File: src/rtl/core/fcd_pkg.sv
package fcd_pkg;

    // Defaults and sizing
    localparam int NOTE_COUNT_DEF = 7;
    localparam int QUEUE_DEPTH    = 2;

    // Frame bytes and command codes
    localparam logic [7:0] START_BYTE = 8'h02;
    localparam logic [7:0] CMD_CALC   = 8'h01;
    localparam logic [7:0] CMD_ADC    = 8'h02;
    localparam logic [7:0] CMD_BUZ    = 8'h03;
    localparam logic [7:0] ADC_GO     = 8'h08;
    localparam logic [7:0] BUZ_ON     = 8'h10;
    localparam logic [7:0] BUZ_OFF    = 8'h20;
    localparam logic [7:0] BUZ_UP     = 8'h40;

    // Calc payload positions, counted as bytes still to come
    localparam logic [7:0] OPER_SLOT  = 8'd3;
    localparam logic [7:0] OPND_SLOT  = 8'd2;
    localparam logic [7:0] OPER_FIRST = 8'd1;
    localparam logic [7:0] OPER_LAST  = 8'd4;

    // Tone table: timer top = 1 MHz / (f + 1)
    localparam int TONE_CLOCK = 1000000;
    localparam int TONE_COUNT = 7;
    localparam logic [15:0] TONE_PERIOD [TONE_COUNT] = '{
        16'(TONE_CLOCK / (2093 + 1)),
        16'(TONE_CLOCK / (2349 + 1)),
        16'(TONE_CLOCK / (2637 + 1)),
        16'(TONE_CLOCK / (2794 + 1)),
        16'(TONE_CLOCK / (3136 + 1)),
        16'(TONE_CLOCK / (3520 + 1)),
        16'(TONE_CLOCK / (3951 + 1))
    };

    typedef enum logic [1:0] {
        PH_IDLE,
        PH_LEN,
        PH_CMD,
        PH_BODY
    } phase_t;

    typedef enum logic [2:0] {
        JOB_NONE,
        JOB_UNKNOWN,
        JOB_CALC,
        JOB_ADC,
        JOB_BUZ
    } job_kind_t;

    typedef enum logic [1:0] {
        OP_ADD,
        OP_SUB,
        OP_MUL,
        OP_DIV
    } calc_op_t;

    typedef enum logic [2:0] {
        ACT_NONE,
        ACT_CALC,
        ACT_ADC_START,
        ACT_ADC_STOP,
        ACT_BUZ_ON,
        ACT_BUZ_OFF,
        ACT_NOTE
    } action_t;

    typedef enum logic [1:0] {
        BK_IDLE,
        BK_DIV,
        BK_WB
    } back_state_t;

    // One classified item, front to back
    typedef struct packed {
        job_kind_t   kind;
        logic        op_valid;
        calc_op_t    op;
        logic [7:0]  opnd_a;
        logic [7:0]  opnd_b;
        logic [7:0]  payload;
    } job_t;

    typedef struct packed {
        logic        frame_done;
        action_t     action;
        logic [15:0] calc_result;
        logic        divide_by_zero;
        logic        timer_start;
        logic        timer_stop;
        logic        adc_burst_on;
        logic        buzzer_on;
        logic [2:0]  note_index;
        logic [15:0] tone_period;
        logic        play_pulse;
    } result_t;

    // Note index reduced modulo the seven-entry table
    function automatic logic [15:0] tone_period_of(input logic [3:0] note);
        logic [3:0] idx;
        if (note >= 4'(2 * TONE_COUNT))
            idx = note - 4'(2 * TONE_COUNT);
        else if (note >= 4'(TONE_COUNT))
            idx = note - 4'(TONE_COUNT);
        else
            idx = note;
        return TONE_PERIOD[idx[2:0]];
    endfunction

endpackage

File: src/rtl/core/fcd_front.sv
module fcd_front (
    input  logic          clk,
    input  logic          rst_n,
    input  logic          accept,
    input  logic [7:0]    rx_byte,
    output fcd_pkg::job_t job
);
    import fcd_pkg::*;

    phase_t     phase_reg,    phase_next;
    logic [7:0] left_reg,     left_next;
    logic [7:0] cmd_reg,      cmd_next;
    logic       op_valid_reg, op_valid_next;
    calc_op_t   op_reg,       op_next;
    logic [7:0] a_reg,        a_next;
    logic [7:0] b_reg,        b_next;
    logic [7:0] adc_pl_reg,   adc_pl_next;
    logic [7:0] buz_pl_reg,   buz_pl_next;

    // Next state
    always_comb
    begin
        phase_next    = phase_reg;
        left_next     = left_reg;
        cmd_next      = cmd_reg;
        op_valid_next = op_valid_reg;
        op_next       = op_reg;
        a_next        = a_reg;
        b_next        = b_reg;
        adc_pl_next   = adc_pl_reg;
        buz_pl_next   = buz_pl_reg;
        unique case (phase_reg)
            PH_IDLE:
            begin
                if (rx_byte == START_BYTE)
                    phase_next = PH_LEN;
            end
            PH_LEN:
            begin
                left_next  = rx_byte - 8'd1;
                phase_next = PH_CMD;
            end
            PH_CMD:
            begin
                cmd_next   = rx_byte;
                left_next  = left_reg - 8'd1;
                phase_next = PH_BODY;
            end
            PH_BODY:
            begin
                if (left_reg != 8'd0)
                begin
                    left_next = left_reg - 8'd1;
                    priority if (cmd_reg == CMD_CALC)
                    begin
                        priority if (left_reg == OPER_SLOT)
                        begin
                            if (rx_byte >= OPER_FIRST && rx_byte <= OPER_LAST)
                            begin
                                op_valid_next = 1'b1;
                                op_next       = calc_op_t'(2'(rx_byte - OPER_FIRST));
                            end
                        end
                        else if (left_reg == OPND_SLOT)
                            a_next = rx_byte;
                        else
                            b_next = rx_byte;
                    end
                    else if (cmd_reg == CMD_ADC)
                        adc_pl_next = rx_byte;
                    else if (cmd_reg == CMD_BUZ)
                        buz_pl_next = rx_byte;
                    else
                    begin
                        // unknown command: payload counted, not kept
                    end
                end
                else
                begin
                    phase_next = PH_IDLE;
                    left_next  = 8'd0;
                    if (cmd_reg == CMD_CALC)
                    begin
                        op_valid_next = 1'b0;
                        a_next        = 8'd0;
                        b_next        = 8'd0;
                    end
                    if (cmd_reg == CMD_ADC)
                        adc_pl_next = 8'd0;
                    if (cmd_reg == CMD_BUZ)
                        buz_pl_next = 8'd0;
                end
            end
            default:
            begin
            end
        endcase
    end

    // Classified item for this byte
    always_comb
    begin
        job.kind     = JOB_NONE;
        job.op_valid = op_valid_reg;
        job.op       = op_reg;
        job.opnd_a   = a_reg;
        job.opnd_b   = b_reg;
        job.payload  = (cmd_reg == CMD_ADC) ? adc_pl_reg : buz_pl_reg;
        if (phase_reg == PH_BODY && left_reg == 8'd0)
        begin
            priority if (cmd_reg == CMD_CALC)
                job.kind = JOB_CALC;
            else if (cmd_reg == CMD_ADC)
                job.kind = JOB_ADC;
            else if (cmd_reg == CMD_BUZ)
                job.kind = JOB_BUZ;
            else
                job.kind = JOB_UNKNOWN;
        end
    end

    always_ff @(posedge clk or negedge rst_n)
    begin
        if (!rst_n)
        begin
            phase_reg    <= PH_IDLE;
            left_reg     <= 8'd0;
            cmd_reg      <= 8'd0;
            op_valid_reg <= 1'b0;
            op_reg       <= OP_ADD;
            a_reg        <= 8'd0;
            b_reg        <= 8'd0;
            adc_pl_reg   <= 8'd0;
            buz_pl_reg   <= 8'd0;
        end
        else if (accept)
        begin
            phase_reg    <= phase_next;
            left_reg     <= left_next;
            cmd_reg      <= cmd_next;
            op_valid_reg <= op_valid_next;
            op_reg       <= op_next;
            a_reg        <= a_next;
            b_reg        <= b_next;
            adc_pl_reg   <= adc_pl_next;
            buz_pl_reg   <= buz_pl_next;
        end
    end

endmodule

File: src/rtl/core/fcd_queue.sv
module fcd_queue (
    input  logic          clk,
    input  logic          rst_n,
    input  logic          push,
    input  fcd_pkg::job_t push_job,
    input  logic          pop,
    output logic          full,
    output logic          not_empty,
    output fcd_pkg::job_t head
);
    import fcd_pkg::*;

    localparam int PTR_W = (QUEUE_DEPTH > 1) ? $clog2(QUEUE_DEPTH) : 1;
    localparam int CNT_W = $clog2(QUEUE_DEPTH + 1);

    job_t             entry_reg [QUEUE_DEPTH];
    logic [PTR_W-1:0] wr_ptr_reg, wr_ptr_next;
    logic [PTR_W-1:0] rd_ptr_reg, rd_ptr_next;
    logic [CNT_W-1:0] count_reg,  count_next;
    logic             do_push, do_pop;

    assign full      = (count_reg == CNT_W'(QUEUE_DEPTH));
    assign not_empty = (count_reg != '0);
    assign head      = entry_reg[rd_ptr_reg];
    assign do_push   = push && !full;
    assign do_pop    = pop && not_empty;

    always_comb
    begin
        wr_ptr_next = wr_ptr_reg;
        rd_ptr_next = rd_ptr_reg;
        count_next  = count_reg;
        if (do_push)
            wr_ptr_next = (wr_ptr_reg == PTR_W'(QUEUE_DEPTH - 1)) ? '0
                                                                 : wr_ptr_reg + PTR_W'(1);
        if (do_pop)
            rd_ptr_next = (rd_ptr_reg == PTR_W'(QUEUE_DEPTH - 1)) ? '0
                                                                 : rd_ptr_reg + PTR_W'(1);
        if (do_push && !do_pop)
            count_next = count_reg + CNT_W'(1);
        else if (do_pop && !do_push)
            count_next = count_reg - CNT_W'(1);
    end

    always_ff @(posedge clk or negedge rst_n)
    begin
        if (!rst_n)
        begin
            wr_ptr_reg <= '0;
            rd_ptr_reg <= '0;
            count_reg  <= '0;
        end
        else
        begin
            wr_ptr_reg <= wr_ptr_next;
            rd_ptr_reg <= rd_ptr_next;
            count_reg  <= count_next;
        end
    end

    always_ff @(posedge clk)
    begin
        if (do_push)
            entry_reg[wr_ptr_reg] <= push_job;
    end

endmodule

File: src/rtl/core/fcd_back.sv
module fcd_back #(
    parameter int NOTE_COUNT = fcd_pkg::NOTE_COUNT_DEF
) (
    input  logic             clk,
    input  logic             rst_n,
    input  logic             q_valid,
    input  fcd_pkg::job_t    head,
    output logic             pop,
    output logic             out_valid,
    input  logic             out_stall,
    output fcd_pkg::result_t res
);
    import fcd_pkg::*;

    localparam int NOTE_W = (NOTE_COUNT > 2) ? $clog2(NOTE_COUNT) : 1;

    back_state_t     state_reg, state_next;
    logic [15:0]     last_reg;
    logic            adc_en_reg;
    logic            buz_en_reg;
    logic [NOTE_W-1:0] note_reg;
    logic            out_valid_reg;
    result_t         res_reg;

    // Divider
    logic [7:0] quo_reg, quo_next;
    logic [7:0] rem_reg, rem_next;
    logic [7:0] dvs_reg;
    logic [2:0] cnt_reg;
    logic [8:0] shifted;

    logic slot_free, head_is_div;
    logic div_load, ex_load, wb_load;

    // Immediate execution
    logic [15:0]       ex_last;
    logic              ex_adc, ex_buz;
    logic [NOTE_W-1:0] ex_note;
    result_t           ex_res, wb_res;

    assign slot_free   = !out_valid_reg || !out_stall;
    assign head_is_div = (head.kind == JOB_CALC) && head.op_valid
                         && (head.op == OP_DIV) && (head.opnd_b != 8'd0);

    // Next state
    always_comb
    begin
        state_next = state_reg;
        unique case (state_reg)
            BK_IDLE: if (q_valid && head_is_div) state_next = BK_DIV;
            BK_DIV:  if (cnt_reg == 3'd7)         state_next = BK_WB;
            BK_WB:   if (slot_free)               state_next = BK_IDLE;
            default:                              state_next = BK_IDLE;
        endcase
    end

    // Controls
    always_comb
    begin
        pop      = 1'b0;
        div_load = 1'b0;
        ex_load  = 1'b0;
        wb_load  = 1'b0;
        unique case (state_reg)
            BK_IDLE:
            begin
                div_load = q_valid && head_is_div;
                ex_load  = q_valid && !head_is_div && slot_free;
                pop      = div_load || ex_load;
            end
            BK_WB:   wb_load = slot_free;
            BK_DIV:
            begin
            end
            default:
            begin
            end
        endcase
    end

    // Restoring step, one quotient bit a cycle
    always_comb
    begin
        shifted = {rem_reg, quo_reg[7]};
        if (shifted >= {1'b0, dvs_reg})
        begin
            rem_next = 8'(shifted - {1'b0, dvs_reg});
            quo_next = {quo_reg[6:0], 1'b1};
        end
        else
        begin
            rem_next = shifted[7:0];
            quo_next = {quo_reg[6:0], 1'b0};
        end
    end

    always_comb
    begin
        ex_last = last_reg;
        ex_adc  = adc_en_reg;
        ex_buz  = buz_en_reg;
        ex_note = note_reg;
        ex_res  = '0;
        unique case (head.kind)
            JOB_NONE:
            begin
            end
            JOB_UNKNOWN: ex_res.frame_done = 1'b1;
            JOB_CALC:
            begin
                ex_res.frame_done = 1'b1;
                ex_res.action     = ACT_CALC;
                if (!head.op_valid)
                begin
                    ex_last             = 16'd0;
                    ex_res.timer_stop   = 1'b1;
                end
                else
                begin
                    ex_res.timer_start = 1'b1;
                    unique case (head.op)
                        OP_ADD: ex_last = {8'd0, head.opnd_a} + {8'd0, head.opnd_b};
                        OP_SUB: ex_last = {8'd0, head.opnd_a} - {8'd0, head.opnd_b};
                        OP_MUL: ex_last = {8'd0, head.opnd_a} * {8'd0, head.opnd_b};
                        OP_DIV:
                        begin
                            // only a zero divisor is executed here
                            ex_last               = 16'd0;
                            ex_res.divide_by_zero = 1'b1;
                        end
                        default: ex_last = 16'd0;
                    endcase
                end
            end
            JOB_ADC:
            begin
                ex_res.frame_done = 1'b1;
                if (head.payload == ADC_GO)
                begin
                    ex_adc             = 1'b1;
                    ex_res.timer_start = 1'b1;
                    ex_res.action      = ACT_ADC_START;
                end
                else
                begin
                    ex_adc        = 1'b0;
                    ex_res.action = ACT_ADC_STOP;
                end
            end
            JOB_BUZ:
            begin
                ex_res.frame_done = 1'b1;
                priority if (head.payload == BUZ_ON)
                begin
                    ex_buz        = 1'b1;
                    ex_res.action = ACT_BUZ_ON;
                end
                else if (head.payload == BUZ_OFF)
                begin
                    ex_buz        = 1'b0;
                    ex_res.action = ACT_BUZ_OFF;
                end
                else if (head.payload == BUZ_UP)
                begin
                    ex_note = (note_reg == NOTE_W'(NOTE_COUNT - 1)) ? '0
                                                                   : note_reg + NOTE_W'(1);
                    ex_res.action = ACT_NOTE;
                end
                else
                begin
                    if (note_reg != '0)
                        ex_note = note_reg - NOTE_W'(1);
                    ex_res.action     = ACT_NOTE;
                    ex_res.play_pulse = 1'b1;
                end
            end
            default:
            begin
            end
        endcase
        ex_res.calc_result  = ex_last;
        ex_res.adc_burst_on = ex_adc;
        ex_res.buzzer_on    = ex_buz;
        ex_res.note_index   = 3'(ex_note);
        ex_res.tone_period  = tone_period_of(4'(ex_note));
    end

    always_comb
    begin
        wb_res              = '0;
        wb_res.frame_done   = 1'b1;
        wb_res.action       = ACT_CALC;
        wb_res.timer_start  = 1'b1;
        wb_res.calc_result  = {8'd0, quo_reg};
        wb_res.adc_burst_on = adc_en_reg;
        wb_res.buzzer_on    = buz_en_reg;
        wb_res.note_index   = 3'(note_reg);
        wb_res.tone_period  = tone_period_of(4'(note_reg));
    end

    always_ff @(posedge clk or negedge rst_n)
    begin
        if (!rst_n)
        begin
            state_reg     <= BK_IDLE;
            cnt_reg       <= 3'd0;
            last_reg      <= 16'd0;
            adc_en_reg    <= 1'b0;
            buz_en_reg    <= 1'b0;
            note_reg      <= '0;
            out_valid_reg <= 1'b0;
        end
        else
        begin
            state_reg <= state_next;
            if (div_load)
                cnt_reg <= 3'd0;
            else if (state_reg == BK_DIV)
                cnt_reg <= cnt_reg + 3'd1;
            if (ex_load)
            begin
                last_reg   <= ex_last;
                adc_en_reg <= ex_adc;
                buz_en_reg <= ex_buz;
                note_reg   <= ex_note;
            end
            else if (wb_load)
                last_reg <= {8'd0, quo_reg};
            if (ex_load || wb_load)
                out_valid_reg <= 1'b1;
            else if (!out_stall)
                out_valid_reg <= 1'b0;
        end
    end

    always_ff @(posedge clk)
    begin
        if (div_load)
        begin
            quo_reg <= head.opnd_a;
            rem_reg <= 8'd0;
            dvs_reg <= head.opnd_b;
        end
        else if (state_reg == BK_DIV)
        begin
            quo_reg <= quo_next;
            rem_reg <= rem_next;
        end
        if (ex_load)
            res_reg <= ex_res;
        else if (wb_load)
            res_reg <= wb_res;
    end

    assign out_valid = out_valid_reg;
    assign res       = res_reg;

endmodule

File: src/rtl/core/framed_command_decoder_unit.sv
// Framed command decoder. Takes received serial bytes, one item per byte, and
// gives exactly one result item for every byte: frames are 0x02, length,
// command, payload and a final byte, and the final byte runs the command
// (calc, ADC burst start/stop, buzzer on/off/note step). Bytes enter on
// in_valid/in_stall; results leave on out_valid/out_stall and stay put while
// stalled. A front parser classifies each byte and pushes it into a two-item
// queue; the back unit executes from that queue into a result register.
// Rate: the front takes one byte a cycle while the queue has room. The back
// executes an item directly, except a divide with non-zero divisor, which goes
// through an 8-step restoring divider (pop, eight quotient bits, write back)
// and takes no new item until done. The divider is what sets the worst case;
// sustained rate is one byte per cycle outside divides, while out_stall is low.
module framed_command_decoder_unit #(
    parameter int NOTE_COUNT = fcd_pkg::NOTE_COUNT_DEF
) (
    input  logic        clk,
    input  logic        rst_n,
    input  logic        in_valid,
    output logic        in_stall,
    input  logic [7:0]  rx_byte,
    output logic        out_valid,
    input  logic        out_stall,
    output logic        frame_done,
    output logic [2:0]  action,
    output logic [15:0] calc_result,
    output logic        divide_by_zero,
    output logic        timer_start,
    output logic        timer_stop,
    output logic        adc_burst_on,
    output logic        buzzer_on,
    output logic [2:0]  note_index,
    output logic [15:0] tone_period,
    output logic        play_pulse
);
    import fcd_pkg::*;

    job_t    front_job;
    job_t    head_job;
    logic    q_full, q_valid, q_pop;
    logic    accept;
    result_t res;

    // Queue full holds off the sender
    assign in_stall = q_full;
    assign accept   = in_valid && !q_full;

    fcd_front u_front (
        .clk     (clk),
        .rst_n   (rst_n),
        .accept  (accept),
        .rx_byte (rx_byte),
        .job     (front_job)
    );

    fcd_queue u_queue (
        .clk       (clk),
        .rst_n     (rst_n),
        .push      (accept),
        .push_job  (front_job),
        .pop       (q_pop),
        .full      (q_full),
        .not_empty (q_valid),
        .head      (head_job)
    );

    fcd_back #(
        .NOTE_COUNT (NOTE_COUNT)
    ) u_back (
        .clk       (clk),
        .rst_n     (rst_n),
        .q_valid   (q_valid),
        .head      (head_job),
        .pop       (q_pop),
        .out_valid (out_valid),
        .out_stall (out_stall),
        .res       (res)
    );

    // Result register fields out to the ports
    assign frame_done     = res.frame_done;
    assign action         = res.action;
    assign calc_result    = res.calc_result;
    assign divide_by_zero = res.divide_by_zero;
    assign timer_start    = res.timer_start;
    assign timer_stop     = res.timer_stop;
    assign adc_burst_on   = res.adc_burst_on;
    assign buzzer_on      = res.buzzer_on;
    assign note_index     = res.note_index;
    assign tone_period    = res.tone_period;
    assign play_pulse     = res.play_pulse;

endmodule

File: config.mk
export PLATFORM = sky130hd
export DESIGN_NAME = framed_command_decoder_unit
export DESIGN_NICKNAME = d
export VERILOG_FILES = /design/src/rtl/core/fcd_pkg.sv /design/src/rtl/core/fcd_front.sv /design/src/rtl/core/fcd_queue.sv /design/src/rtl/core/fcd_back.sv /design/src/rtl/core/framed_command_decoder_unit.sv
export SDC_FILE = /design/constraint.sdc
export NUM_CORES = 1
export LEC_CHECK = 0
export BUFFER_PORTS_ARGS = -buffer_cell sky130_fd_sc_hd__buf_2
export CAP_MARGIN = 40
export CORE_MARGIN = 2
export CORE_UTILIZATION = 63
export DETAILED_ROUTE_END_ITERATION = 12
export PLACE_DENSITY = 0.81
export SYNTH_ARGS = -nofsm -noshare
export SYNTH_HDL_FRONTEND = slang
export SYNTH_SLANG_ARGS = --single-unit
File: constraint.sdc
create_clock -name clk -period 8.35 [get_ports clk]
set_input_delay 1.2525 -clock clk [delete_from_list [all_inputs] [get_ports clk]]
set_output_delay 1.2525 -clock clk [all_outputs]
set_load 0.005 [all_outputs]
; ---- Word level (Yosys, flattened, before mapping)
; Memory sizes are Yosys's and may differ from the RTL's.
; Cells that the tools add are included.
[classes]
n_eq_ne = 38
addsub = 16
n_bitwise = 2
reduce_logical = 45
div_mod_pow = 0
magnitude_cmp = 9
shift = 0
mul = 1
mux = 96
[op_table]
columns = operator, count
row1 = 8-bit 2-to-1 mux, 23
row2 = 16-bit 2-to-1 mux, 8
row3 = 45-bit 2-to-1 mux, 2
row4 = 16-bit case mux with 4 select lines, 1
row5 = 3-bit 2-to-1 mux, 17
row6 = 8-bit by 2-bit equality test with 1-bit output (second input constant), 5
row7 = 1-bit 2-to-1 mux, 31
row8 = 8-bit case mux with 3 select lines, 1
row9 = 5-bit AND reduction, 4
row10 = 2-bit 2-to-1 mux, 9
row11 = 8-bit by 8-bit multiplier with 16-bit output, 1
row12 = 2-bit inequality test (second input constant), 8
row13 = 8-bit nonzero test, 2
row14 = 8-bit by 1-bit subtractor with 8-bit output (second input constant), 2
row15 = 1-bit logical AND, 13
row16 = 2-bit equality test (second input constant), 6
row17 = 3-bit subtractor (second input constant), 4
row18 = 2-bit by 1-bit inequality test with 1-bit output (second input constant), 5
row19 = 8-bit by 8-bit adder with 9-bit output, 1
row20 = 3-bit equality test (second input constant), 3
row21 = 9-bit by 8-bit greater-or-equal comparator with 1-bit output, 1
row22 = 3-bit case mux with 3 select lines, 1
row23 = 8-bit by 8-bit subtractor with 9-bit output, 1
row24 = 8-bit by 1-bit equality test with 1-bit output (second input constant), 1
row25 = 33 further kinds, 57
[totals]
regBits = 153
out_inout_bits = 47
romBits = 256
wordCells = 243
input_bits = 12
ram_bits = 60
n_memories = 3
latch_bits = 0
[memory_table]
columns = name, words, word_bits, rd, rd_ports_with_merged_regs, write_ports, line
row1 = (name not given), 8, 16, 1, 0, 0, fcd_pkg.sv:107  ; return TONE_PERIOD[idx[2:0]];
row2 = (name not given), 8, 16, 1, 0, 0, fcd_pkg.sv:107
row3 = u_queue.entry_reg, 2, 30, 1, 0, 1, fcd_queue.sv:16  ; job_t entry_reg [QUEUE_DEPTH];

; ---- Logic depth before layout (Yosys ltp)
; Gate-level depths: netlist of run 1.
[logic_depth]
word_depth = 14
ltp_mapped = 24
ltp_nobuf = 19

; ---- Hierarchy
; Synthesis of run 1 repeated with hierarchy kept, for this count alone.
[hier_totals]
hier_cells = 1170
hier_area_um2 = 12848.6
[by_module_without_submodules]
columns = mod, n_inst, seq_area_each_um2, cells_per_inst, area_per_inst_um2
row1 = fcd_back, 1, 2457.4, 822, 7633.6
row2 = fcd_front, 1, 1326.3, 235, 2825.2
row3 = fcd_queue, 1, 1901.8, 112, 2376.0
row4 = framed_command_decoder_unit, 1, 0.0, 1, 13.8

; ---- Worst setup path before layout of run 1
; Ideal clock, no wire load.
[synth_path]
path_type = flip-flop to flip-flop
start = register u_queue.rd_ptr_reg
end = register u_back.res_reg, in the netlist u_back.res[40] (data pin)
period_less_slack_ps = 6354
t_arrival_ps = 6088
setup_time_ps = 266
n_path_buf = 5
setup_slack_ps = 1996
t_required_ps = 8084
stages_incl_launch_ff = 25
path_cell_list = dfrtp_1 > buf_6 > buf_6 > buf_6 > buf_2 > buf_1 > mux2i_1 > inv_1 > nand2_1 > fa_1 > fa_1 > inv_1 > fa_1 > inv_1 > fa_1 > inv_1 > ha_1 > inv_1 > nor2_1 > o41a_1 > a221oi_1 > o21ai_0 > xnor2_1 > and3_1 > o21bai_1
[synth_via]
elab_chain_len = 10
word_cells_on_any_way = 20
classes_between = add/sub (1) / mul (1) / eq/ne (4) / mux (5) / reduce/logical (8) / memory (1)
[synth_lines]
columns = element, line
row1 = "start, declared", fcd_queue.sv:18  ; logic [PTR_W-1:0] rd_ptr_reg, rd_ptr_next;
row2 = "start signal, assigned", fcd_queue.sv:56  ; rd_ptr_reg <= rd_ptr_next;
row3 = memory 2 x 30 bit (*), n/a
row4 = "parallel branches: the longest is 8 deep, another holds 8-bit by 8-bit multiplier with 16-bit output", n/a
row5 = 45-bit 2-to-1 mux (*), fcd_back.sv:249  ; if (ex_load)
row6 = "end signal, assigned", fcd_back.sv:250  ; res_reg <= ex_res;
row7 = "end signal, assigned", fcd_back.sv:252  ; res_reg <= wb_res;
row8 = "end, declared", fcd_back.sv:23  ; result_t res_reg;
; Every way passes the cells marked *.
; A chain may end at the register's enable or synchronous reset.

==> qor.csv, run 1 <==
metric,value,unit
status,completed,
largest family of logic cells by synthesized area,adder cells,
RSZ-0062 raised after global routing,no,
R2R cell count,20,
total gr overflow,0,
Main synth FF type,edfxtp_1,
Residual DRC,0,
CTS Root Cell,clkbuf_16,
Initial Utilization,64.0,%
mux contribution to synthesized area,7.94,%
CP startpoint,u_queue.rd_ptr_reg$_DFFE_PN0P_,
clk sink count,206,
final setup violation count,0,
Post-DP HPWL,19900,µm
Slew headroom,40.8,%
syn avg cell area,10.8,µm²
antenna violations before repair,0,
Tcrit/Tclk final,75.6,%
Crit path arrival time,6570,ps
Worst Setup Start Kind,register,
"slowest stage delay, CP",740,ps
clock-pin transition on the worst setup and hold timing paths,60,ps
nets,1352,
filler cell count,1369,
IO Count,59,
MaxCap Viol Count,0,
drt wl/cell,18.2,µm
Worst-Margin Slew,864,ps
Setup Buffers After CTS,0,
setup TNS,0,ps
Layout area overhead,10.8,%
worst path required time,8600,ps
R2R Setup Slk,2040,ps
Post-synth top cells,"nor2_1 (115), edfxtp_1 (114), inv_1 (112)",
post-route ant nets,0,
crit path cell chain,buf_12 -> mux2i_1 -> inv_1 -> ha_1 -> fa_1 -> fa_1 -> ha_1 -> inv_1 -> fa_1 -> inv_1 -> ha_1 -> a21o_1 -> a21oi_1 -> nor2_1 -> o41a_1 -> a221oi_1 -> o21ai_0 -> xnor2_1 -> and3_1 -> o21bai_1,
post-synth top area share,27.5,%
mapped cell area,12500,µm²
DRT Pass-1 Iters,5,
Crit Path Class,reg2reg,
first-pass GRT wire length,43800,µm
min Tclk post-route,6310,ps
cts repair resizes,0,
CP Capture Point,u_back.res[40]$_SDFFCE_PN0P_,
Syn Inst Count,1151,
max FFs per register,60,
Max Buffers Root-to-Sink,3,
vias in the first global route,8577,
multi-input logic area,6140,µm²
Post-Synth Simple-Gate Area,11.6,%
Synthesis Warnings,0,
Fin Hold WS,476,ps
clk_lat worst skew,510,ps
DIE AREA,20900,µm²
cell taking the most area after synthesis,edfxtp_1,
Via density,5.84,
port buffer count,51,
"Worst Setup Slack, final",2040,ps
register bit total from synthesis,206,
Hold Path Class,reg2reg,
"EDFF count, synth",114,
pins over their slew limit,0,
post-synthesis xor/xnor area fraction,1.97,%
Post-Synth Adder-Cell Area,15.4,%
CTS tree,built,
Synth area leaders,"edfxtp_1 (27%), dfrtp_1 (17%), ha_1 (9.1%)",
cts hold-fix bufs,0,
top-count cell post-synth,nor2_1,
achievable frequency,158,MHz
Crit-path slowest cell,mux2i_1,
CP max FO,43,
Core Box Area,19500,µm²
Setup Skew,10.4,ps
maximum level of the CTS H-tree,1,
RePlAce Congestion,0.939,
Diodes inserted,0,
Total Wirelength,27200,µm
Cell Rows,51,
Fin. Hold Viols,0,
Total GRT Usage,27.1,%
via count,8704,
pre-CTS setup slack,2070,ps
share of post-route cells with drive strength above 1,15.9,%
TritonCTS buffer count,22,
die height,145,µm
initial drt markers,598,
largest net degree at the start of global routing,55,
reg2reg start,u_queue.rd_ptr_reg$_DFFE_PN0P_,
critical path endpoint category,register,
Synth async-reset ratio,40.8,%
die width,145,µm
"Seq/Total Area, Yosys",45.6,%
worst reg2reg path endpoint,u_back.res[40]$_SDFFCE_PN0P_,
register area,5690,µm²
distinct cell type count after synthesis,87,
complex-gate fraction of the synthesized area,12.1,%
==> how the worst min path moves through the flow <==
stage               cells past startpoint                      startpoint                                 end  slack (ps)
finish                                  0    u_front.b_reg[6]$_DFFE_PN0P_  u_queue.entry_reg[1][14]$_DFFE_PP_         480
global route                            2  u_back.rem_reg[7]$_SDFFE_PP0P_      u_back.rem_reg[7]$_SDFFE_PP0P_         490
CTS                                     2  u_back.rem_reg[7]$_SDFFE_PP0P_      u_back.rem_reg[7]$_SDFFE_PP0P_         480
detailed placement                      0    u_front.b_reg[1]$_DFFE_PN0P_   u_queue.entry_reg[1][9]$_DFFE_PP_         460
global placement                        0    u_front.a_reg[6]$_DFFE_PN0P_  u_queue.entry_reg[1][22]$_DFFE_PP_         450
floorplan                               0    u_front.b_reg[2]$_DFFE_PN0P_  u_queue.entry_reg[0][10]$_DFFE_PP_         440
==> logic make-up (layout without fill, tap and decap cells) <==
group,Yosys count,in the layout
buffers and inverters,152,221
other,1,7
AND/OR/NAND/NOR,315,315
XOR/XNOR,28,28
AO/OA/AOI/OAI,230,230
flip-flops,206,206
adder cells (fa/ha/maj),130,130
multiplexers,89,89
==> cells in the final DEF (no fill, tap or decap), drive strengths merged, types with 6 or more instances in the layout <==
cell type	Yosys	routed
nor2	115	115
inv	113	115
edfxtp	114	114
nand2	98	98
ha	91	91
dfrtp	84	84
o21ai	68	68
buf	23	68
mux2	59	59
a21oi	54	54
fa	39	39
mux2i	30	30
clkbuf	16	25
nand3	19	19
nor3	16	16
xnor2	15	15
a21o	15	15
a31oi	13	13
xor2	13	13
and2	10	10
o21bai	9	9
nor2b	9	9
dfxtp	8	8
o22ai	7	7
a221oi	7	7
conb	1	7
clkinv	0	7
nor3b	6	6
==> stage by stage <==
stage	utilization (%)	instances	area, µm²
2_1_floorplan	-	1157	12500
3_3_place_gp	66.5	1447	12900
3_5_place_dp	66.9	1451	13000
4_1_cts	70.9	1491	13800
5_1_grt	70.9	1491	13800
6_report	70.9	1491	13800
==> per-layer routing <==
metal / track usage, % / vias to the layer above / share of wire (%)
met4: 9.50 / 0 / 3.4
met5: 0 / - / 0
met3: 3.44 / 59 / 4.6
li1: - / 4166 / -
met2: 46.0 / 261 / 49
met1: 36.0 / 4218 / 43
==> final cells by class <==
type	count	area share, %
Clock inverter	15	1.29
Sequential cell	206	41.2
Inverter	113	3.07
Multi-Input combinational cell	799	44.5
Clock buffer	25	4.38
Tap cell	265	2.40
Timing Repair Buffer	68	3.12
==> worst max-delay path: cells and delay by family (launching register included) <==
| family | cells | cell delay, ps |
|---|---|---|
| simple gates | 2 | 270 |
| buf+inv | 4 | 540 |
| flops | 1 | 460 |
| xor+xnor | 1 | 140 |
| mux | 1 | 740 |
| compound gates | 6 | 1500 |
| fa+ha+maj | 6 | 2400 |
Power of run 1 is left out: the tool's default activity adds up to more than one toggle a clock period on the data nets, which glitch-free logic cannot reach.
==> run 2, diff against run 1 <==
- ABC_AREA: unset -> 1
- clock period: 8.35 -> 6 ns (I/O delays scaled with it)
==> run 2 against run 1 <==
  * Count of clock-buffer cells in the layout increased by 4
  * Worst hold slack got worse by 260 ps
  * Maximum frequency increased by 16%
  * Synthesized cell count increased by 27%
  * First-iteration DRC count increased by 23%
  * Cell count increased by 21%
  * Critical path type unchanged
  * Critical endpoint unchanged
  * Largest cell class unchanged
==> qor.csv, run 2 <==
metric,value,unit,change
complex-gate fraction of the synthesized area,9.96,%,-2.1 points
die width,147,µm,+1.5%
mux contribution to synthesized area,0.156,%,-7.8 points
Worst Setup Start Kind,register,,
Initial Utilization,63.9,%,about the same
achievable frequency,184,MHz,+16%
MaxCap Viol Count,0,,unchanged
most frequent cells in the layout,"nand2_1 (349), inv_1 (212), nor2_1 (124)",,
Post-DP HPWL,21700,µm,+9.1%
post-synth top area share,26.6,%,-0.85 points
maximum level of the CTS H-tree,1,,unchanged
post-synthesis xor/xnor area fraction,1.63,%,-0.34 points
Via density,5.52,,-5.4%
DIE AREA,21600,µm²,+3.1%
clk sink count,206,,unchanged
first-pass GRT wire length,47900,µm,+9.3%
max FFs per register,60,,unchanged
TritonCTS buffer count,23,,+4.5%
Synth async-reset ratio,40.8,%,unchanged
Crit Path Class,reg2reg,,
RSZ-0062 raised after global routing,no,,
Post-Synth Adder-Cell Area,14.9,%,-0.48 points
clock-pin transition on the worst setup and hold timing paths,60,ps,about the same
DRT Pass-1 Iters,7,,+2
total gr overflow,0,,unchanged
RePlAce Congestion,0.967,,+2.9%
Crit path arrival time,5710,ps,-860 ps
Core Box Area,20100,µm²,+3.3%
die height,147,µm,+1.5%
CTS tree,built,,
Worst-Margin Slew,901,ps,+37.4 ps
CP max FO,36,,-16%
nets,1663,,+23%
Post-Synth Simple-Gate Area,20.6,%,+8.9 points
cts repair resizes,0,,unchanged
Tcrit/Tclk final,90.5,%,+15 points
port buffer count,51,,unchanged
Hold Path Class,in2async,,
Total Wirelength,29300,µm,+7.9%
"Seq/Total Area, Yosys",44.2,%,-1.4 points
fin util,70.6,%,-0.25 points
Diodes inserted,0,,unchanged
Setup Skew,8.75,ps,-1.61 ps
cell taking the most area after synthesis,edfxtp_1,,
critical path endpoint category,register,,
reg2reg start,u_queue.rd_ptr_reg$_DFFE_PN0P_,,
clk_lat worst skew,520,ps,about the same
"slowest stage delay, CP",550,ps,-190 ps
Slew headroom,39.7,%,-1.1 points
Main synth FF type,edfxtp_1,,
CTS Root Cell,clkbuf_16,,
Total GRT Usage,27.4,%,+0.37 points
"most used cell, CP",nand2_1,,
IO Count,59,,unchanged
R2R cell count,23,,+15%
pins over their slew limit,0,,unchanged
crit path cell chain,buf_4 -> nand2_1 -> nand2_1 -> inv_1 -> nor2_1 -> fa_1 -> fa_1 -> fa_1 -> inv_1 -> fa_1 -> inv_1 -> ha_1 -> a21oi_1 -> and2_1 -> a21oi_1 -> a21o_1 -> nand2_1 -> nand3_1 -> nand2_1 -> nand2_1 -> nand2_1 -> nand2_1 -> inv_1,,
Post-Layout Cell Count,1808,,+21%
min Tclk post-route,5430,ps,-883 ps
Layout area overhead,10.5,%,
largest family of logic cells by synthesized area,simple AND/OR/NAND/NOR gates,,
Synthesis Warnings,0,,unchanged
worst reg2reg path endpoint,u_back.res[40]$_SDFFCE_PN0P_,,
Synth area leaders,"edfxtp_1 (27%), dfrtp_1 (16%), nand2_1 (10%)",,
R2R Setup Slk,570,ps,-1470 ps
vias in the first global route,9775,,+14%
Fin. Hold Viols,0,,unchanged
"EDFF count, synth",114,,unchanged
status,completed,,
final setup violation count,0,,unchanged
Cell Count Post-Placement,1765,,+22%
mapped cell area,12900,µm²,+3.2%
largest net degree at the start of global routing,53,,-3.6%
share of post-route cells with drive strength above 1,12.0,%,-3.9 points
Post-synth top cells,"nand2_1 (350), inv_1 (212), nor2_1 (126)",,
worst path required time,6280,ps,-2320 ps
drt wl/cell,16.2,µm,-11%
distinct cell type count after synthesis,60,,-31%
setup TNS,0,ps,unchanged
antenna violations before repair,0,,unchanged
register bit total from synthesis,206,,unchanged
Syn Inst Count,1457,,+27%
initial drt markers,736,,+23%
Cell Rows,52,,+2.0%
top-count cell post-synth,nand2_1,,
post-route ant nets,0,,unchanged
"most common cell after layout, fill and taps aside",nand2_1,,
syn avg cell area,8.82,µm²,-18%
Setup Buffers After CTS,0,,unchanged
cts hold-fix bufs,0,,unchanged
via count,9987,,+15%
Residual DRC,0,,unchanged
Max Buffers Root-to-Sink,3,,unchanged
Crit-path slowest cell,fa_1,,
[run 2: worst max path at each step]
stage	depth (start not counted)	start	slack, ps	end
finish	23	u_queue.rd_ptr_reg$_DFFE_PN0P_	570	u_back.res[40]$_SDFFCE_PN0P_
global route	24	u_queue.rd_ptr_reg$_DFFE_PN0P_	210	u_back.res[39]$_SDFFCE_PN0P_
CTS	24	u_queue.rd_ptr_reg$_DFFE_PN0P_	560	u_back.res[39]$_SDFFCE_PN0P_
detailed placement	24	u_queue.rd_ptr_reg$_DFFE_PN0P_	610	u_back.res[39]$_SDFFCE_PN0P_
global placement	24	u_queue.rd_ptr_reg$_DFFE_PN0P_	630	u_back.res[39]$_SDFFCE_PN0P_
floorplan	28	u_queue.rd_ptr_reg$_DFFE_PN0P_	790	u_back.res[39]$_SDFFCE_PN0P_
[run 2: logic make-up (layout without fill, tap and decap cells)]
| family | after synthesis | after routing |
|---|---|---|
| other | 1 | 7 |
| AO/OA/AOI/OAI | 228 | 228 |
| flip-flops | 206 | 206 |
| buffers and inverters | 261 | 336 |
| AND/OR/NAND/NOR | 606 | 606 |
| multiplexers | 2 | 2 |
| adder cells (fa/ha/maj) | 130 | 130 |
| XOR/XNOR | 23 | 23 |
[run 2: metal layers]
| metal | up-vias | GRT usage, % | routed length (µm) | part of all wire (%) |
|---|---|---|---|---|
| li1 | 4818 | - | - | - |
| met1 | 4720 | 36.3 | 12200 | 41 |
| met5 | - | 0 | 0 | 0 |
| met2 | 372 | 47.6 | 14500 | 49 |
| met4 | 0 | 8.93 | 927 | 3.2 |
| met3 | 77 | 3.20 | 1770 | 6.0 |
[run 2: cell type report]
class / count / area, µm²
Clock buffer: 29 / 629
Tap cell: 270 / 338
Clock inverter: 13 / 161
Inverter: 224 / 848
Multi-Input combinational cell: 996 / 6100
Timing Repair Buffer: 70 / 438
Sequential cell: 206 / 5690
Fill cell: 1456 / 5900
[run 2: critical path, delay by kind of cell (launching register included)]
| kind | cells | cell delay, ps |
|---|---|---|
| buffers and inverters | 5 | 760 |
| AOI/OAI and AO/OA | 3 | 550 |
| DFF | 1 | 380 |
| adders and majority gates | 5 | 2400 |
| and+or+nand+nor | 10 | 1090 |
[run 2: stage by stage]
stage	setup slack, ps	hold WS, ps	area [µm²]
after floorplan	786	428	12900
after global placement	634	449	13300
after detailed placement	609	455	13400
after CTS	561	216	14200
after global routing	210	229	14200
final	569	221	14200
Power of run 2 is left out for the same reason.
==> run 3, diff against run 2 <==
- CORE_UTILIZATION: 63 -> 57
- PLACE_DENSITY: 0.81 -> 0.78
- clock period: 6 -> 4.96 ns (I/O delays scaled with it)
==> run 3 against run 2 <==
  * Sequential share of layout area fell by 1.8 points
  * Highest routed layer unchanged
  * Worst hold slack improved by 1.4 ps
  * Cell area increased by 4.7%
==> qor.csv, run 3 (same netlist as run 2, synthesis figures left out) <==
metric,value,unit,change
Max Buffers Root-to-Sink,3,,unchanged
die height,154,µm,+5.0%
Slew headroom,44.9,%,+5.2 points
die width,154,µm,+5.0%
cts hold-fix bufs,0,,unchanged
initial drt markers,606,,-18%
Crit-path slowest cell,fa_1,,
"slowest stage delay, CP",540,ps,about the same
Layout area overhead,15.7,%,
total gr overflow,0,,unchanged
drt wl/cell,15.8,µm,-2.6%
first-pass GRT wire length,47900,µm,about the same
CTS tree,built,,
MaxCap Viol Count,0,,unchanged
Total GRT Usage,24.8,%,-2.7 points
Cell Count Post-Placement,1812,,+2.7%
RSZ-0062 raised after global routing,yes,,
DRT Pass-1 Iters,6,,-1
DIE AREA,23800,µm²,+10%
worst path required time,5210,ps,-1070 ps
port buffer count,51,,unchanged
clk_lat worst skew,520,ps,about the same
Crit path arrival time,5150,ps,-560 ps
"most used cell, CP",fa_1,,
Hold Path Class,in2async,,
largest net degree at the start of global routing,44,,-17%
Worst-Margin Slew,824,ps,-77.9 ps
Cell Rows,54,,+3.8%
nets,1721,,+3.5%
"most common cell after layout, fill and taps aside",nand2_1,,
status,completed,,
min Tclk post-route,4900,ps,-534 ps
IO Count,59,,unchanged
CTS Root Cell,clkbuf_16,,
crit path cell chain,buf_4 -> clkbuf_16 -> o21ai_4 -> inv_2 -> nand2_2 -> fa_1 -> fa_1 -> inv_1 -> fa_1 -> inv_2 -> fa_1 -> inv_2 -> ha_4 -> nand2_1 -> nand2_2 -> buf_4 -> nor3_1 -> o211ai_1 -> nand3_1 -> nand2_1 -> nand2_1 -> inv_1,,
Post-Layout Cell Count,1876,,+3.8%
Worst Setup Start Kind,register,,
vias in the first global route,9629,,-1.5%
share of post-route cells with drive strength above 1,18.8,%,+6.8 points
Total Wirelength,29700,µm,+1.1%
maximum level of the CTS H-tree,1,,unchanged
Post-DP HPWL,21900,µm,+1.2%
clk sink count,206,,unchanged
most frequent cells in the layout,"nand2_1 (338), inv_1 (199), nor2_1 (120)",,
Diodes inserted,0,,unchanged
Core Box Area,22000,µm²,+9.2%
TritonCTS buffer count,23,,unchanged
Residual DRC,0,,unchanged
Setup Skew,30.3,ps,+21.5 ps
post-route ant nets,0,,unchanged
Tcrit/Tclk final,98.7,%,+8.2 points
max FFs per register,60,,unchanged
achievable frequency,204,MHz,+11%
pins over their slew limit,0,,unchanged
Via density,5.29,,-4.2%
CP max FO,7,,-81%
RePlAce Congestion,0.935,,-3.4%
clock-pin transition on the worst setup and hold timing paths,70,ps,about the same
Crit Path Class,reg2reg,,
final setup violation count,0,,unchanged
critical path endpoint category,register,,
via count,9923,,-0.64%
Initial Utilization,58.5,%,-5.4 points
antenna violations before repair,0,,unchanged
Fin. Hold Viols,0,,unchanged
-- run 3: cell count changes in the layout (fill, tap and decap cells not counted), sizes merged --
| cell | before | now |
|---|---|---|
| bufinv | 3 | 2 |
| buf | 70 | 127 |
| clkinv | 6 | 12 |
| clkinvlp | 2 | 1 |
| inv | 226 | 224 |
| clkbuf | 29 | 28 |
-- run 3: what timing repair did --
item	CTS	global route
setup buffers	0	21
endpoints found under the setup margin	7	20
gates cloned	0	1
resized for setup	7	64
pin swaps	1	27
-- run 3: final timing paths --
path,start,cells past startpoint,slack (ps),endpoint
max,u_queue.rd_ptr_reg$_DFFE_PN0P_,22,60,u_back.res[33]$_SDFFCE_PN0P_
min,rst_n,1,220,u_back.last_reg[12]$_DFFE_PN0P_
max reg2reg,u_queue.rd_ptr_reg$_DFFE_PN0P_,22,60,u_back.res[33]$_SDFFCE_PN0P_
min reg2reg,u_back.rem_reg[7]$_SDFFE_PP0P_,2,470,u_back.rem_reg[7]$_SDFFE_PP0P_
max in group asynchronous,rst_n,2,3700,u_back.adc_en_reg$_DFFE_PN0P_
min in group clk,u_back.rem_reg[7]$_SDFFE_PP0P_,2,470,u_back.rem_reg[7]$_SDFFE_PP0P_
-- run 3: layout make-up --
cell class | count | area (µm²)
tap | 280 | 350
timing repair buffer | 128 | 875
sequential | 206 | 5690
inverter | 224 | 851
fill | 1663 | 7080
multi-input combinational | 996 | 6380
clock buffer | 27 | 601
clock inverter | 15 | 129
-- run 3: through the flow --
stage          TNS (ps)  cell area (µm²)  utilization [%]  setup WS [ps]  hold slack [ps]
2_1_floorplan         0            12900                -           9.88              428
3_3_place_gp          0            13700             62.4           34.3              449
3_5_place_dp      -22.2            13700             62.5          -22.2              459
4_1_cts               0            14500             66.0           6.41              249
5_1_grt           -1350            14900             67.7           -152              260
6_report              0            14900             67.7           62.7              222
-- run 3: routing by layer --
metal	wire length, µm	share of wire, %	vias to the layer above	GRT usage (%)
met4	882	3.0	0	6.85
li1	-	-	4952	-
met5	0	0	-	0
met3	1110	3.7	49	2.82
met1	12900	43	4688	32.8
met2	14800	50	234	43.3
-- run 3: critical path, delay by kind of cell (launching register included) --
family	cells	cell delay, ps
adder cells (fa/ha/maj)	5	2240
buffers and inverters	8	740
AND/OR/NAND/NOR	7	790
flip-flops	1	450
AO/OA/AOI/OAI	2	400
Power of run 3 is left out for the same reason.
